$ cat config.mk
export PLATFORM = sky130hd
export DESIGN_NAME = sndc_mul
export DESIGN_NICKNAME = d
export VERILOG_FILES = /design/src/sndc_pkg.sv /design/src/sndc_mul.sv
export SDC_FILE = /design/constraint.sdc
export NUM_CORES = 2
export LEC_CHECK = 0
export BUFFER_PORTS_ARGS = -buffer_cell sky130_fd_sc_hd__buf_2
export CELL_PAD_IN_SITES_DETAIL_PLACEMENT = 1
export CELL_PAD_IN_SITES_GLOBAL_PLACEMENT = 1
export CORE_ASPECT_RATIO = 0.75
export CORE_MARGIN = 2
export CORE_UTILIZATION = 43
export DETAILED_ROUTE_END_ITERATION = 7
export PLACE_DENSITY_LB_ADDON = 0.15
export SYNTH_ARGS = -nofsm -noshare
export SYNTH_HDL_FRONTEND = slang
export SYNTH_SLANG_ARGS = --single-unit
export TNS_END_PERCENT = 100
$ cat constraint.sdc
create_clock -name clk -period 19.67 [get_ports clk]
set_input_delay 1.967 -clock clk [delete_from_list [all_inputs] [get_ports clk]]
set_output_delay 1.967 -clock clk [all_outputs]
set_load 0.005 [all_outputs]
$ cat src/sndc_pkg.sv
// ----------------------------------------------------------------------------
// sndc_pkg
// shared constants, codes and types of the strided copy address generator
// ----------------------------------------------------------------------------
`default_nettype none

package sndc_pkg;

	// geometry
	localparam int MAX_RANK = 8;
	localparam int AXIS_W   = (MAX_RANK > 1) ? $clog2(MAX_RANK) : 1;
	localparam int RANK_W   = $clog2(MAX_RANK + 1);
	localparam int ADDR_W   = 48;
	localparam int EXT_W    = 32;
	localparam int STEP_W   = 32;
	localparam int EB_W     = 16;

	// input item kinds
	localparam logic [1:0] OP_LOAD  = 2'd0;
	localparam logic [1:0] OP_START = 2'd1;
	localparam logic [1:0] OP_NEXT  = 2'd2;

	// configuration register indexes
	localparam int CFG_IDX_W = 3;
	localparam logic [CFG_IDX_W-1:0] REG_RANK       = 3'd0;
	localparam logic [CFG_IDX_W-1:0] REG_ELEM_BYTES = 3'd1;
	localparam logic [CFG_IDX_W-1:0] REG_SRC_BASE   = 3'd2;
	localparam logic [CFG_IDX_W-1:0] REG_DST_BASE   = 3'd3;
	localparam logic [CFG_IDX_W-1:0] REG_SRC_OFFSET = 3'd4;
	localparam logic [CFG_IDX_W-1:0] REG_DST_OFFSET = 3'd5;

	// request to the shared multiplier
	typedef struct packed {
		logic              en;
		logic [ADDR_W-1:0] a;
		logic [EB_W-1:0]   b;
	} mul_req_t;

	// sign extension of a stride in elements to address width
	function automatic logic [ADDR_W-1:0] sext_step(input logic [STEP_W-1:0] s);
		sext_step = {{(ADDR_W-STEP_W){s[STEP_W-1]}}, s};
	endfunction

endpackage

`default_nettype wire

$ cat src/sndc_mul.sv
// ----------------------------------------------------------------------------
// sndc_mul
// shared registered multiplier, address width by 16 bits, low product bits kept
// ----------------------------------------------------------------------------
`default_nettype none

module sndc_mul
	import sndc_pkg::*;
(
	input  wire logic              clk,
	input  wire mul_req_t          req,
	output logic      [ADDR_W-1:0] p
);

	logic [ADDR_W-1:0] p_q;

	always_ff @(posedge clk) begin
		if (req.en) begin
			p_q <= req.a * ADDR_W'(req.b);
		end
	end

	assign p = p_q;

endmodule

`default_nettype wire

Word level (Yosys, flattened, before mapping)
Cells that the tools add are included.

Multipliers: 1.

Operator list (number): multiplier 48 x 16 -> 48 bit (1).

Input bits: 66. Flip-flop bits (word level): 48. Logic and storage cells: 2.

Depth between registers and ports, before layout
Depth in word-level cells: 1. Depth in mapped cells: 25.

Least setup slack after synthesis
No wires, ideal clock.

Path type: input-to-reg. From: in req[1] (netlist name). To: reg p_q[40], in the netlist p[40], data pin. Path slack: 11.783 ns. Buffers on the path: 2. Data required time: 19.408 ns. Data arrival time: 7.625 ns. Stages: 22. Library setup time: 0.262 ns. Cell sequence: clkbuf_1 > clkbuf_1 > nand2_1 > fa_1 > fa_1 > fa_1 > inv_1 > fa_1 > fa_1 > inv_1 > fa_1 > inv_1 > ha_1 > a21oi_1 > o2111ai_1 > a221o_1 > and2_1 > o21ai_1 > a21oi_1 > o31ai_2 > o21ai_1 > xor2_1.

Word-level cells in the longest chain between the ends: 1.

Ends and longest elaborated chain: from (decl) (line sndc_mul.sv:11) `input wire mul_req_t req,`; multiplier 48 x 16 -> 48 bit (line sndc_mul.sv:19) `p_q <= req.a * ADDR_W'(req.b);`; to (signal assigned) (line sndc_mul.sv:19); to (decl) (line sndc_mul.sv:15) `logic [ADDR_W-1:0] p_q;`.

No other way between the ends. A chain may end at the register's enable or synchronous reset.

Worst setup path after layout
From: in req[11] (netlist name). To: reg p_q[46], in the netlist p[46], data pin.

Same word-level chain as after synthesis.

==> flow_summary.toml <==
[outcome]
status = "complete, no violations"

[worst_setup_path]
critPathLaunchType = "primary input"
crit_path_start = "req[11]"
cp_max_fo = 37
end_kind = "register"
critPathKind = "in -> reg"
crit_end = "p[46]"
worstPathRequired_ns = 19.75
cp.arrival_ns = 8.94

[clock_network]
cts_root_buffer = "clkbuf_16"
cts.repair.resized = 0
holdBufCountCts = 0
htree_levels = 2
cts_buffer_depth = 2
clk_pin_slew_ns = 0.09
tritoncts = "done"
cts.sinks = 48
cts_setup_buffers = 0
numCtsBuffers = 5

[final_layout]
largest_reg_flops = 48
instances_no_fill = 2945
num-fill-cells = 5507
multi_input_area_mm2 = 0.0167
drive_gt1_share_pct = 6.42
syn_to_final_growth_pct = 5.40
n_antenna_cell = 0
regArea_mm2 = 0.00144
fin_nets = 2980

[sta]
period_needed_ns = 8.85
finalSetupTns_ns = 0
final-setup-viol-count = 0
slew_violations = 0
post-route-period-util_pct = 45.0
hold_viol = 0
rsz0062_at_grt = "no"
max_slew_margin_pct = 17.7
worst_pin_slew_ns = 1.23
fmax_mhz = 113

[logic_synthesis]
syn_area_mm2 = 0.0207
ys_seq_elements = 48
synth_xor_area_share_pct = 2.84
synth-compound-area-share_pct = 4.91
synth-simple-area-share_pct = 17.0
synth_common_cells = "550 x inv_1, 528 x fa_1, 452 x nand2_1"
synthAdderAreaFrac_pct = 56.0
synth.avg_cell_area_um2 = 9.02
synth_nets = 2966
yosysMostFrequentCell = "inv_1"
yosys-top-cells-area = "fa_1 51%, inv_1 10%, nand2_1 8.2%"
synth-edff-count = 48
muxShareOfSynthArea_pct = 0.0484
yosysTopAreaCellShare_pct = 51.1
ys_warn_count = 0
yosysUniqueCellTypes = 57
async_reset_ff_share_pct = 0
yosysTopAreaCell = "fa_1"
synth_top_family_by_area = "adder cells"
post_synth_inst_count = 2291
synth_top_flop_cell = "edfxtp_1"
yosysSeqAreaShare_pct = 6.97

[detailed_routing]
drtIter0Drc = 1036
remaining_drc_errors = 0
vias_per_cell = 5.23
wire_per_inst_um = 21.9
drtAntennaViolNets = 0
dr.pass1.iters = 5
vias = 15400
wl_um = 64600

[grt]
grt_pass1_wl_um = 104000
grtUsageTotal_pct = 27.5
grt_pass1_vias = 17800
antenna_found_initial = 1
grt_max_degree = 49
grt.overflow.total = 0

[hold_path]
hold_path.class = "in -> reg"

[floorplan]
die_w_um = 257
ios = 114
rows = 69
die_h_um = 194
die_area_mm2 = 0.0499
core_area_mm2 = 0.0474
initial_core_util_pct = 43.6

[place]
dp_hpwl_um = 49800
gp_congestion = 0.911
post-place-cells = 2937
io_buffers = 113

[run]
maxCapViolations = 0
## worst min path at each step
stage | from | to | slack, ns | cells past startpoint
after global placement | p[9] | p[9] | 2.36 | 1
final | req[16] | p[0] | 2.21 | 2
after CTS | req[16] | p[0] | 2.19 | 2
after global routing | req[16] | p[0] | 2.22 | 2
after floorplan | req[64] | p[0] | 2.08 | 0
after detailed placement | p[39] | p[39] | 2.36 | 1
## worst max-delay path: stages
cell and delay (ns):
buf_2 0.78, nand2_1 0.21, fa_1 0.55, inv_1 0.05, fa_1 0.44, fa_1 0.55, fa_1 0.44, fa_1 0.49
inv_1 0.05, fa_1 0.49, inv_1 0.05, ha_1 0.37, a21oi_1 0.29, o2111ai_1 0.16, a221o_1 0.35, and2_1 0.24
o21ai_1 0.22, nand2_1 0.14, a41oi_1 0.70, a21oi_1 0.18, xor2_1 0.18
## per-layer routing
| layer | vias up | part of all wire, % | track usage (%) |
|---|---|---|---|
| met2 | 445 | 46 | 43.5 |
| met1 | 8275 | 46 | 40.0 |
| met4 | 0 | 1.9 | 6.16 |
| li1 | 6618 | - | - |
| met5 | - | 0 | 0 |
| met3 | 72 | 6.5 | 4.12 |
## layout make-up
| class | count | share of cell area, % |
|---|---|---|
| multi-input combinational | 1578 | 76.7 |
| tap | 639 | 3.67 |
| clock inverter | 3 | 0.0632 |
| timing repair buffer | 122 | 2.91 |
| clock buffer | 5 | 0.574 |
| inverter | 550 | 9.47 |
| sequential | 48 | 6.61 |
## per-stage QoR
step	util, %	cell area (um2)	setup slack, ns	hold slack [ns]
2_1_floorplan	-	20700	11.78	2.08
3_3_place_gp	45.7	21700	10.70	2.36
3_5_place_dp	45.7	21700	10.53	2.36
4_1_cts	46.0	21800	10.89	2.19
5_1_grt	46.0	21800	10.46	2.22
6_report	46.0	21800	10.82	2.21
## cell families (layout without fill, tap and decap cells)
| logic type | Yosys count | after routing |
|---|---|---|
| AO/OA/AOI/OAI | 148 | 148 |
| XOR/XNOR | 67 | 67 |
| adder cells (fa/ha/maj) | 609 | 609 |
| buffers and inverters | 665 | 680 |
| flip-flops | 48 | 48 |
| multiplexers | 1 | 1 |
| AND/OR/NAND/NOR | 753 | 753 |
## cell usage in the layout, fill, tap and decap left out, types with 6 or more instances in the layout
cell type	netlist	routed
nor2_1	30	30
ha_1	81	81
nand4_1	7	7
buf_4	1	9
and2_1	239	239
buf_2	0	113
o21ai_0	22	22
a21oi_1	48	48
nand2_1	452	452
xor2_1	22	22
inv_1	550	550
a21o_1	18	18
xnor2_1	45	45
edfxtp_1	48	48
o21a_1	6	6
fa_1	528	528
Power is not shown: default switching activity piles up to over one toggle a cycle in this logic, so the estimate is an artifact.
